`src/rtl/tcf_pkg.sv`:
```
`default_nettype none
// ----------------------------------------------------------------------------
// tcf_pkg: shared constants for the tilt complementary filter
// Register indexes, command codes and the CORDIC arctangent table.
// ----------------------------------------------------------------------------
package tcf_pkg;

	localparam int CordicSteps = 16;
	localparam int IterW = 5;

	localparam logic [2:0] REG_SAMPLE_PERIOD = 3'd0;
	localparam logic [2:0] REG_GYRO_BLEND    = 3'd1;
	localparam logic [2:0] REG_RATE_SCALE    = 3'd2;
	localparam logic [2:0] REG_BIAS_RATE     = 3'd3;
	localparam logic [2:0] REG_BIAS_WINDOW   = 3'd4;

	localparam logic CMD_UPDATE = 1'b0;
	localparam logic CMD_SEED   = 1'b1;

	// arctangent of 2^-i in 1/65536 degree
	function automatic logic signed [23:0] atan_lut(input logic [IterW-1:0] i);
		logic signed [23:0] r;
		begin
			case (i)
				5'd0: r = 24'sd2949120;
				5'd1: r = 24'sd1740967;
				5'd2: r = 24'sd919879;
				5'd3: r = 24'sd466945;
				5'd4: r = 24'sd234379;
				5'd5: r = 24'sd117304;
				5'd6: r = 24'sd58666;
				5'd7: r = 24'sd29335;
				5'd8: r = 24'sd14668;
				5'd9: r = 24'sd7334;
				5'd10: r = 24'sd3667;
				5'd11: r = 24'sd1833;
				5'd12: r = 24'sd917;
				5'd13: r = 24'sd458;
				5'd14: r = 24'sd229;
				5'd15: r = 24'sd115;
				5'd16: r = 24'sd57;
				5'd17: r = 24'sd29;
				5'd18: r = 24'sd14;
				5'd19: r = 24'sd7;
				5'd20: r = 24'sd4;
				5'd21: r = 24'sd2;
				5'd22: r = 24'sd1;
				default: r = 24'sd0;
			endcase
			return r;
		end
	endfunction

endpackage
`default_nettype wire

```
`src/rtl/tcf_cordic.sv`:
```
`default_nettype none
// ----------------------------------------------------------------------------
// tcf_cordic: iterative atan2 in 1/65536 degree
// One micro-rotation per cycle through a shared shift-add unit.
// ----------------------------------------------------------------------------
module tcf_cordic (
	input  wire logic               clk,
	input  wire logic               arst_n,
	input  wire logic               start,
	input  wire logic signed [15:0] ay,
	input  wire logic signed [15:0] az,
	output logic                    done,
	output logic signed [31:0]      tilt
);
	logic signed [33:0] x_q, y_q;
	logic signed [31:0] z_q;
	logic [tcf_pkg::IterW-1:0] i_q;
	logic busy_q;
	logic signed [33:0] xs, ys, x0, y0;
	logic signed [31:0] z0;
	logic zero_in;

	assign xs = x_q >>> i_q;
	assign ys = y_q >>> i_q;
	assign zero_in = (ay == 16'sd0) && (az == 16'sd0);

	// pre-rotation by 180 degrees for a negative z axis
	always_comb begin
		x0 = 34'(az) <<< 14;
		y0 = 34'(ay) <<< 14;
		z0 = '0;
		if (az < 0) begin
			z0 = (ay >= 0) ? 32'sd11796480 : -32'sd11796480;
			x0 = -x0;
			y0 = -y0;
		end
	end

	always_ff @(posedge clk or negedge arst_n) begin
		if (!arst_n) begin
			busy_q <= 1'b0;
			done <= 1'b0;
			i_q <= '0;
		end else begin
			done <= 1'b0;
			if (start) begin
				x_q <= x0;
				y_q <= y0;
				z_q <= z0;
				i_q <= '0;
				if (zero_in) begin
					z_q <= '0;
					done <= 1'b1;
				end else begin
					busy_q <= 1'b1;
				end
			end else if (busy_q) begin
				if (y_q >= 0) begin
					x_q <= x_q + ys;
					y_q <= y_q - xs;
					z_q <= z_q + 32'(tcf_pkg::atan_lut(i_q));
				end else begin
					x_q <= x_q - ys;
					y_q <= y_q + xs;
					z_q <= z_q - 32'(tcf_pkg::atan_lut(i_q));
				end
				i_q <= i_q + 1'b1;
				if (i_q == tcf_pkg::IterW'(tcf_pkg::CordicSteps - 1)) begin
					busy_q <= 1'b0;
					done <= 1'b1;
				end
			end
		end
	end

	assign tilt = z_q;
endmodule
`default_nettype wire

```
`src/rtl/tcf_mac.sv`:
```
`default_nettype none
// ----------------------------------------------------------------------------
// tcf_mac: shared 34x18 signed multiplier with registered product
// Used in turn by every multiply of the filter update.
// ----------------------------------------------------------------------------
module tcf_mac (
	input  wire logic               clk,
	input  wire logic signed [33:0] a,
	input  wire logic signed [17:0] b,
	output logic signed [51:0]      p
);
	always_ff @(posedge clk) begin
		p <= a * b;
	end
endmodule
`default_nettype wire

```
`src/rtl/tilt_complementary_filter.sv`:
```
`default_nettype none
// ----------------------------------------------------------------------------
// tilt_complementary_filter: complementary tilt filter with gyro bias tracking
// Top level: handshakes, registers, sequencer and state.
// ----------------------------------------------------------------------------
// Usage: an input item (command, accel_y, accel_z, gyro_x) is accepted when
// in_valid is high and in_stall low. in_stall stays high from acceptance until
// the result has been taken. The block runs the CORDIC tilt (CordicSteps
// micro-rotations, skipped for an all-zero accelerometer vector); a seed then
// takes that tilt as angle and gyro_x as bias, an update runs seven products
// on one shared registered multiplier. Both load the outputs in ST_OUT. The
// result (tilt_angle, bias_estimate) holds with out_valid high while out_stall
// is high; the next item can be accepted in the cycle after the result is
// taken. The CORDIC loop and the single multiplier set how long an item takes.
// Configuration registers are written through cfg_valid/cfg_ready with
// cfg_index and cfg_data; the user must write them only while idle, as the
// block itself does not enforce it. cfg_ready is always high. Reset clears
// angle and bias to zero and loads register defaults.
// ----------------------------------------------------------------------------
module tilt_complementary_filter (
	input  wire logic               clk,
	input  wire logic               arst_n,
	input  wire logic               in_valid,
	output logic                    in_stall,
	input  wire logic               command,
	input  wire logic signed [15:0] accel_y,
	input  wire logic signed [15:0] accel_z,
	input  wire logic signed [15:0] gyro_x,
	output logic                    out_valid,
	input  wire logic               out_stall,
	output logic signed [15:0]      tilt_angle,
	output logic signed [15:0]      bias_estimate,
	input  wire logic               cfg_valid,
	output logic                    cfg_ready,
	input  wire logic [2:0]         cfg_index,
	input  wire logic [15:0]        cfg_data
);
	typedef enum logic [3:0] {
		ST_IDLE, ST_CORDIC, ST_RATEL, ST_RATEH, ST_STEP, ST_MIXA, ST_MIXB,
		ST_BIASL, ST_BIASH, ST_OUT
	} state_t;

	state_t state_q;
	logic phase_q;
	logic [15:0] period_q, blend_q, scale_q, brate_q;
	logic [9:0] window_q;
	logic cmd_q;
	logic signed [15:0] gx_q;
	logic signed [31:0] angle_q;
	logic signed [47:0] bias_q;
	logic signed [63:0] tmp_q;
	logic signed [33:0] mac_a;
	logic signed [17:0] mac_b;
	logic signed [51:0] mac_p;
	logic cordic_done;
	logic signed [31:0] tilt;
	logic in_acc;
	logic signed [47:0] gx24, win, lo, hi, corr;
	logic signed [47:0] d_val, bd_val;
	logic signed [63:0] mix_r;
	logic signed [40:0] ta_r;
	logic signed [24:0] be_r;

	assign in_acc = in_valid && !in_stall;
	assign in_stall = (state_q != ST_IDLE);
	assign cfg_ready = 1'b1;

	tcf_cordic u_cordic (
		.clk(clk), .arst_n(arst_n), .start(in_acc), .ay(accel_y), .az(accel_z),
		.done(cordic_done), .tilt(tilt)
	);

	tcf_mac u_mac (.clk(clk), .a(mac_a), .b(mac_b), .p(mac_p));

	// clamped bias correction value
	always_comb begin
		gx24 = 48'(gx_q) <<< 24;
		win = 48'({window_q, 24'd0});
		lo = bias_q - win;
		hi = bias_q + win;
		corr = gx24;
		if (corr < lo) corr = lo;
		if (corr > hi) corr = hi;
		if (corr < -48'sd549755813888) corr = -48'sd549755813888;
		if (corr > 48'sd549739036672) corr = 48'sd549739036672;
	end

	// gyro step and bias error, each multiplied as a low 24-bit and a high part
	assign d_val = gx24 - bias_q;
	assign bd_val = corr - bias_q;

	// multiplier operand selection
	always_comb begin
		mac_a = '0;
		mac_b = '0;
		case (state_q)
			ST_RATEL: begin
				mac_a = $signed({10'd0, d_val[23:0]});
				mac_b = 18'($signed({1'b0, scale_q}));
			end
			ST_RATEH: begin
				mac_a = 34'(d_val >>> 24);
				mac_b = 18'($signed({1'b0, scale_q}));
			end
			ST_STEP: begin
				mac_a = tmp_q[33:0];
				mac_b = 18'($signed({1'b0, period_q}));
			end
			ST_MIXA: begin
				mac_a = tmp_q[33:0];
				mac_b = 18'($signed({1'b0, blend_q}));
			end
			ST_MIXB: begin
				mac_a = 34'(tilt);
				mac_b = 18'sd65536 - 18'($signed({1'b0, blend_q}));
			end
			ST_BIASL: begin
				mac_a = $signed({10'd0, bd_val[23:0]});
				mac_b = 18'($signed({1'b0, brate_q}));
			end
			ST_BIASH: begin
				mac_a = 34'(bd_val >>> 24);
				mac_b = 18'($signed({1'b0, brate_q}));
			end
			default: ;
		endcase
	end

	// rounded blend of the two angle paths
	assign mix_r = (tmp_q + 64'(mac_p) + 64'sd32768) >>> 16;

	assign ta_r = (41'(angle_q) + 41'sd256) >>> 9;
	assign be_r = 25'((bias_q + 48'sd8388608) >>> 24);

	always_ff @(posedge clk or negedge arst_n) begin
		if (!arst_n) begin
			state_q <= ST_IDLE;
			phase_q <= 1'b0;
			out_valid <= 1'b0;
			period_q <= 16'd655;
			blend_q <= 16'd64881;
			scale_q <= 16'd1001;
			brate_q <= 16'd8389;
			window_q <= 10'd10;
			angle_q <= '0;
			bias_q <= '0;
		end else begin
			if (cfg_valid && cfg_ready) begin
				case (cfg_index)
					tcf_pkg::REG_SAMPLE_PERIOD: period_q <= cfg_data;
					tcf_pkg::REG_GYRO_BLEND: blend_q <= cfg_data;
					tcf_pkg::REG_RATE_SCALE: scale_q <= cfg_data;
					tcf_pkg::REG_BIAS_RATE: brate_q <= cfg_data;
					tcf_pkg::REG_BIAS_WINDOW: window_q <= cfg_data[9:0];
					default: ;
				endcase
			end
			case (state_q)
				ST_IDLE: begin
					if (in_acc) begin
						cmd_q <= command;
						gx_q <= gyro_x;
						state_q <= ST_CORDIC;
					end
				end
				ST_CORDIC: begin
					if (cordic_done) begin
						phase_q <= 1'b0;
						if (cmd_q == tcf_pkg::CMD_SEED) begin
							angle_q <= tilt;
							bias_q <= 48'(gx_q) <<< 24;
							state_q <= ST_OUT;
						end else begin
							state_q <= ST_RATEL;
						end
					end
				end
				ST_RATEL: begin
					phase_q <= ~phase_q;
					if (phase_q) begin
						tmp_q <= (64'(mac_p) + 64'sd8388608) >>> 24;
						state_q <= ST_RATEH;
					end
				end
				ST_RATEH: begin
					phase_q <= ~phase_q;
					if (phase_q) begin
						tmp_q <= tmp_q + 64'(mac_p);
						state_q <= ST_STEP;
					end
				end
				ST_STEP: begin
					phase_q <= ~phase_q;
					if (phase_q) begin
						tmp_q <= 64'(angle_q) + 64'((64'(mac_p) + 64'sd32768) >>> 16);
						state_q <= ST_MIXA;
					end
				end
				ST_MIXA: begin
					phase_q <= ~phase_q;
					if (phase_q) begin
						tmp_q <= 64'(mac_p);
						state_q <= ST_MIXB;
					end
				end
				ST_MIXB: begin
					phase_q <= ~phase_q;
					if (phase_q) begin
						if (mix_r > 64'sd2147483647) angle_q <= 32'sh7fffffff;
						else if (mix_r < -64'sd2147483648) angle_q <= 32'sh80000000;
						else angle_q <= mix_r[31:0];
						state_q <= ST_BIASL;
					end
				end
				ST_BIASL: begin
					phase_q <= ~phase_q;
					if (phase_q) begin
						tmp_q <= (64'(mac_p) + 64'sd8388608) >>> 24;
						state_q <= ST_BIASH;
					end
				end
				ST_BIASH: begin
					phase_q <= ~phase_q;
					if (phase_q) begin
						bias_q <= bias_q + 48'(tmp_q + 64'(mac_p));
						state_q <= ST_OUT;
					end
				end
				ST_OUT: begin
					if (!out_valid) begin
						out_valid <= 1'b1;
						if (ta_r > 41'sd23040) tilt_angle <= 16'sd23040;
						else if (ta_r < -41'sd23040) tilt_angle <= -16'sd23040;
						else tilt_angle <= ta_r[15:0];
						if (be_r > 25'sd32767) bias_estimate <= 16'sh7fff;
						else if (be_r < -25'sd32768) bias_estimate <= 16'sh8000;
						else bias_estimate <= be_r[15:0];
					end else if (!out_stall) begin
						out_valid <= 1'b0;
						state_q <= ST_IDLE;
					end
				end
				default: state_q <= ST_IDLE;
			endcase
		end
	end
endmodule
`default_nettype wire

```
`config.mk`:
```
export PLATFORM = sky130hd
export DESIGN_NAME = tilt_complementary_filter
export DESIGN_NICKNAME = d
export VERILOG_FILES = /design/src/rtl/tcf_pkg.sv /design/src/rtl/tcf_cordic.sv /design/src/rtl/tcf_mac.sv /design/src/rtl/tilt_complementary_filter.sv
export SDC_FILE = /design/constraint.sdc
export NUM_CORES = 2
export LEC_CHECK = 0
export BUFFER_PORTS_ARGS = -buffer_cell sky130_fd_sc_hd__buf_2
export CORE_AREA = 3 3 269 404
export CTS_BUF_LIST = sky130_fd_sc_hd__clkbuf_16
export CTS_CLUSTER_SIZE = 10
export DETAILED_ROUTE_END_ITERATION = 8
export DIE_AREA = 0 0 272 407
export PLACE_DENSITY = 0.84
export SYNTH_ARGS = -nofsm -noshare
export SYNTH_HDL_FRONTEND = slang
export SYNTH_HIERARCHICAL = 1
export SYNTH_SLANG_ARGS = --single-unit
```
`constraint.sdc`:
```
create_clock -name clk -period 22.8 [get_ports clk]
set_clock_uncertainty 0.2 [all_clocks]
set_input_delay 4.56 -clock clk [delete_from_list [all_inputs] [get_ports clk]]
set_output_delay 4.56 -clock clk [all_outputs]
set_load 0.02 [all_outputs]
```
== Word-level counts from Yosys, hierarchy flattened ==
Memories as Yosys holds them, arrays and structs flattened.
Cells that the tools add are included.
Widths: inputs -> output; s select.

* Memories: 2
* Word-level logic and storage cells: 195
* Bits of input ports: 73
* Bits in writable memories: 0
* Output and inout port bits: 35
* Memory bits (read-only): 1408
* Bits in latches: 0
* Register bits after elaboration: 432

{| class="wikitable"
|+ Memories
! memory !! words !! bits a word !! read ports !! clocked after memory_dff !! wr ports !! line !! text
|-
| (no name shown) || 32 || 22 || 1 || 0 || 0 || tcf_pkg.sv:24 || <nowiki>case (i)</nowiki>
|-
| (no name shown) || 32 || 22 || 1 || 0 || 0 || tcf_pkg.sv:24 ||
|}

* Reductions and logical operators: 32
* Multiply operators: 1
* Multiplexer cells: 70
* Shift operators: 2
* Equality and inequality tests: 28
* Add/subtract/negate cells: 22
* $lt $le $gt $ge: 13
* Div/mod/pow operators: 0
* Bitwise gates (word level): 2

{| class="wikitable"
|+ Operator list
! operator !! count
|-
| $mux 32 || 11
|-
| $mux 48 || 7
|-
| $mux 34 || 8
|-
| $mux 64 || 4
|-
| $pmux 64 s4 || 1
|-
| $pmux 34 s6 || 1
|-
| $mux 24 || 6
|-
| $pmux 48 s2 || 1
|-
| $pmux 18 s5 || 1
|-
| $add 34x34->34 || 2
|-
| $neg 30->34 || 2
|-
| $sshr 34x5->34 || 2
|-
| $sub 34x34->34 || 2
|-
| $add 64x17->64 const B || 1
|-
| $add 64x52->64 || 1
|-
| $pmux 32 s2 || 1
|-
| $add 52x17->53 const B || 1
|-
| $add 52x25->53 const B || 1
|-
| $mul 34x18->52 || 1
|-
| $add 48x25->48 const B || 1
|-
| $add 48x35->48 || 1
|-
| $add 48x48->48 || 1
|-
| $gt 24x16->1 const B || 2
|-
| $gt 48x32->1 const B || 1
|-
| other kinds (49) || 110
|}

== Logic depth before layout (Yosys ltp) ==
* Depth after elaboration: 12
* Gate-level depth with buffers: 97
* Mapped depth without buffers: 90

== By module ==
The synthesis kept the hierarchy.

{| class="wikitable"
|+ By module, submodules not included
! module !! cells each !! area an instance (um^2) !! seq. area each (um^2) !! times used
|-
| tilt_complementary_filter || 3966 || 31825.5 || 7435.9 || 1
|-
| tcf_mac || 2475 || 22145.0 || 1041.0 || 1
|-
| tcf_cordic || 1920 || 16437.0 || 3178.0 || 1
|}

== Worst setup path before layout ==
No wires, ideal clock.

* Path type: reg-to-reg
* Start: register bias_q[24]
* End: register u_mac.p[46]
* Cell stages (with the launch flop): 89
* Arrival: 19.313 ns
* Period minus slack after synthesis: 19.638 ns
* Setup slack: 3.162 ns
* Buffers on the path: 6
* Library setup time: 0.125 ns
* Required time: 22.475 ns
* Cells stage by stage: dfrtp_1 -> inv_1 -> ha_1 -> inv_1 -> fa_1 -> a21o_1 -> a21oi_1 -> o21ai_0 -> a21oi_1 -> o21ai_0 -> a21oi_1 -> o21bai_1 -> a211oi_1 -> xnor2_1 -> ha_1 -> a21o_1 -> a21oi_1 -> o21ai_0 -> [53 not listed] -> fa_1 -> fa_1 -> fa_1 -> inv_1 -> fa_1 -> fa_1 -> inv_1 -> fa_1 -> inv_1 -> ha_1 -> nand2_1 -> or4_1 -> a311o_1 -> o211a_1 -> o21a_1 -> o311ai_4 -> a21boi_0 -> xnor2_1

* Cells in the longest elaborated chain, start to end: 12
* Elaborated cells on any way between the ends: 14
* Classes of those cells: 4 x add/sub; 1 x mul; 4 x order compare; 5 x mux

{| class="wikitable"
|+ Ends and longest elaborated chain
! element !! line !! text
|-
| from (decl) || tilt_complementary_filter.sv:50 || <nowiki>logic signed [47:0] bias_q;</nowiki>
|-
| from (signal assigned) || tilt_complementary_filter.sv:171 || <nowiki>bias_q <= 48'(gx_q) <<< 24;</nowiki>
|-
| from (signal assigned) || tilt_complementary_filter.sv:225 || <nowiki>bias_q <= bias_q + 48'(tmp_q + 64'(mac_p));</nowiki>
|-
| $sub 48x35->48 || tilt_complementary_filter.sv:79 || <nowiki>lo = bias_q - win;</nowiki>
|-
| $lt 40x48->1 || tilt_complementary_filter.sv:82 || <nowiki>if (corr < lo) corr = lo;</nowiki>
|-
| $mux 48 || tilt_complementary_filter.sv:82 ||
|-
| $gt 48x48->1 || tilt_complementary_filter.sv:83 || <nowiki>if (corr > hi) corr = hi;</nowiki>
|-
| $mux 48 || tilt_complementary_filter.sv:83 ||
|-
| $lt 48x40->1 || tilt_complementary_filter.sv:84 || <nowiki>if (corr < -48'sd549755813888) corr = -48'sd549755813888;</nowiki>
|-
| $mux 48 || tilt_complementary_filter.sv:84 ||
|-
| $gt 48x40->1 || tilt_complementary_filter.sv:85 || <nowiki>if (corr > 48'sd549739036672) corr = 48'sd549739036672;</nowiki>
|-
| $mux 48 || tilt_complementary_filter.sv:85 ||
|-
| $sub 48x48->48 || tilt_complementary_filter.sv:90 || <nowiki>assign bd_val = corr - bias_q;</nowiki>
|-
| $pmux 34 s6 (*) || tilt_complementary_filter.sv:96 || <nowiki>case (state_q)</nowiki>
|-
| net mac_a[21] || tilt_complementary_filter.sv:52 || <nowiki>logic signed [33:0] mac_a;</nowiki>
|-
| $mul 34x18->52 (*) || tcf_mac.sv:13 || <nowiki>p <= a * b;</nowiki>
|-
| to (signal assigned) || tcf_mac.sv:13 ||
|-
| to (decl) || tcf_mac.sv:10 || <nowiki>output logic signed [51:0] p</nowiki>
|}

Mark *: on every way through the listed nets, which the timed path passes. The rest lies on a longest branch.
A chain may end at the register's enable or synchronous reset.

== Worst setup path in the final report ==
* Start: register bias_q[24]
* End: register u_mac.p[42]

The elaborated chain is that of the path after synthesis.

==> qor.txt <==
Final Max Slew Viols: 1
#FFs+latches synth: 432
First-pass DRT Iterations: 9
WP data required: 23.11 ns
routed len/inst: 27.7 um
DR DRC count: 39
CP delay by family, top: compound AO/OA/AOI/OAI gates
DR iter-0 viols: 7567
synthesized area per cell: 8.42 um2
initial antenna violation count: 10
proportion of layout cells with a drive suffix above 1: 0.0839
Netlist cell types: 141
Port-buffer cells: 106
Num CTS Buffers: 53
Max FO, Critical Path: 13
GRT Util Overall: 0.478
Gate Count Post-Synth: 8361
largest net degree at the start of global routing: 68
Area contributors post-synth: fa_1 17%, ha_1 9.5%, edfxtp_1 9.1%
setup_tns: 0 ns
IO Count: 108
drt via density: 6.94
post-route ant nets: 0
failing checks: DRC, capacitance limit, slew limit
first-pass GRT wire length: 403 mm
Syn Std Cell Area: 0.0704 mm2
slowest stage delay, CP: 0.71 ns
Least-Margin Pin Slew: 1.49 ns
HP Class: register to register
# Max-Cap Violations: 1
crit start category: register
Area Overhead vs Synth: 4.97%
Nets: 9455
fmax: 0.0461 GHz
Ys Warns: 6
Synth area leader: fa_1
Die Width: 272 um
Slew headroom: -0.00342
clk slew on worst S/H paths: 0.06 ns
root buffer cell: clkbuf_16
count leader, synth: inv_1
WP data arrival: 21.99 ns
Placed Area: 0.0721 mm2
final global-route overflow total: 0
Die Y: 407 um
CP Class: register to register
Max H-tree Level: 2
clock latency on the worst-skew pair: 0.69 ns
post-route cell area: 0.0739 mm2
fin crit share: 0.951
CTS Hold Bufs: 0
Post-synth EDFFs: 213
ys async rst share: 0.387
final hold viol count: 0
CTS tree: built
RSZ-0062 raised after global routing: false
Worst Path Buf+Inv: 8
DR vias: 67300
routability cong.: 1.08
Seq/Total Area, Yosys: 0.166
# fillers: 8121
Longest Clk Path Bufs: 3
starting density of the core: 0.668
core area: 0.105 mm2
Clock Sinks: 432
Most Frequent Cell on Critical Path: a21oi_1
final setup fails: 0
top cells by count, synth: 913 x inv_1, 867 x nand2_1, 594 x fa_1
DP HPWL: 209 mm
status: finished, violations left
vias in the first global route: 69100
area occupied by multi-input gates: 0.0539 mm2
row cnt: 146
minimum clock period: 21.67 ns
ys flop type: edfxtp_1
FF+latch area: 0.0117 mm2
Slowest-stage cell, CP: o21ai_2
routed wire length: 269 mm
die area: 0.111 mm2
Setup crit end kind: register
post-synth top area share: 0.169
==> timing repair <==
| item | CTS | global route |
|---|---|---|
| setup buffers | 0 | 0 |
| resized for setup | 0 | 23 |
| setup endpoints to repair | 0 | 27 |
==> stage by stage <==
step | util | setup slack (ns) | hold slack, ns | std cells
after floorplan | - | 3.16 | 0.278 | 8367
after global placement | 0.684 | 1.15 | 0.288 | 9604
after detailed placement | 0.684 | 0.538 | 0.294 | 9604
after CTS | 0.700 | 0.410 | 0.313 | 9702
after global routing | 0.701 | 0.0656 | 0.323 | 9704
final | 0.701 | 1.13 | 0.311 | 9710
==> routing by layer <==
layer	wire, um	track usage	share of wire
met1	86000	0.505	0.32
met3	26200	0.112	0.098
met4	32800	0.458	0.12
met5	46	0.00178	0.00017
met2	124000	0.783	0.46
==> final timing paths <==
kind,from,end,slack [ns],depth (start not counted)
max,bias_q[24],u_mac/p[42],1.13,85
min,scale_q[10],scale_q[10],0.31,1
max reg2reg,bias_q[24],u_mac/p[42],1.13,85
min reg2reg,scale_q[10],scale_q[10],0.31,1
max in group asynchronous,arst_n,bias_q[16],16.31,4
min in group asynchronous,arst_n,angle_q[20],3.67,1
==> cell families after synthesis <==
kind of cell             count (synthesis)  share of synthesized area
AND/OR/NAND/NOR                       2669                      0.186
AO/OA/AOI/OAI                         1966                      0.187
buffers and inverters                 1322                     0.0744
adder cells (fa/ha/maj)               1127                      0.264
XOR/XNOR                               611                     0.0764
flip-flops                             432                      0.166
multiplexers                           232                     0.0474
other                                    2                   0.000107
==> state kept, by name (all words and copies together), names as in the netlist, 32 cells and up <==
| signal | flops |
|---|---|
| bias_q | 48 |
| angle_q | 32 |
| u_cordic/x_q | 34 |
| u_cordic/y_q | 34 |
| u_mac/p | 52 |
| tmp_q | 64 |
| u_cordic/tilt | 32 |
==> placed cells by master, fill, tap and decap left out, drive strengths merged, types with 74 or more instances in the layout <==
master | Yosys | final
a211oi | 74 | 74
a21o | 177 | 177
a21oi | 565 | 565
and2 | 290 | 290
buf | 98 | 230
dfrtp | 136 | 136
edfxtp | 213 | 213
fa | 594 | 594
ha | 533 | 533
inv | 914 | 943
mux2 | 98 | 98
nand2 | 870 | 870
nand2b | 95 | 95
nand3 | 202 | 202
nand4 | 83 | 83
nor2 | 591 | 591
nor2b | 79 | 79
nor3 | 146 | 146
o21ai | 417 | 417
xnor2 | 407 | 407
xor2 | 204 | 204
==> cell type report <==
type / instances / area share
Clock inverter: 42 / 0.00335
Multi-Input combinational cell: 6613 / 0.729
Clock buffer: 56 / 0.0190
Antenna cell: 6 / 0.000203
Timing Repair Buffer: 231 / 0.0201
Inverter: 924 / 0.0469
Sequential cell: 432 / 0.158
Tap cell: 1406 / 0.0238
==> worst reg2reg max path: cells and delay by family (launching register included) <==
family | cells | cell delay (ns)
multiplexers | 3 | 1.12
AND/OR/NAND/NOR | 17 | 3.26
XOR/XNOR | 2 | 0.38
AO/OA/AOI/OAI | 42 | 9.86
adder cells (fa/ha/maj) | 13 | 5.16
flip-flops | 1 | 0.44
buffers and inverters | 8 | 1.15
Power is left out: the tool's default activity adds up to more than one toggle a clock period on the data nets, which glitch-free logic cannot reach.
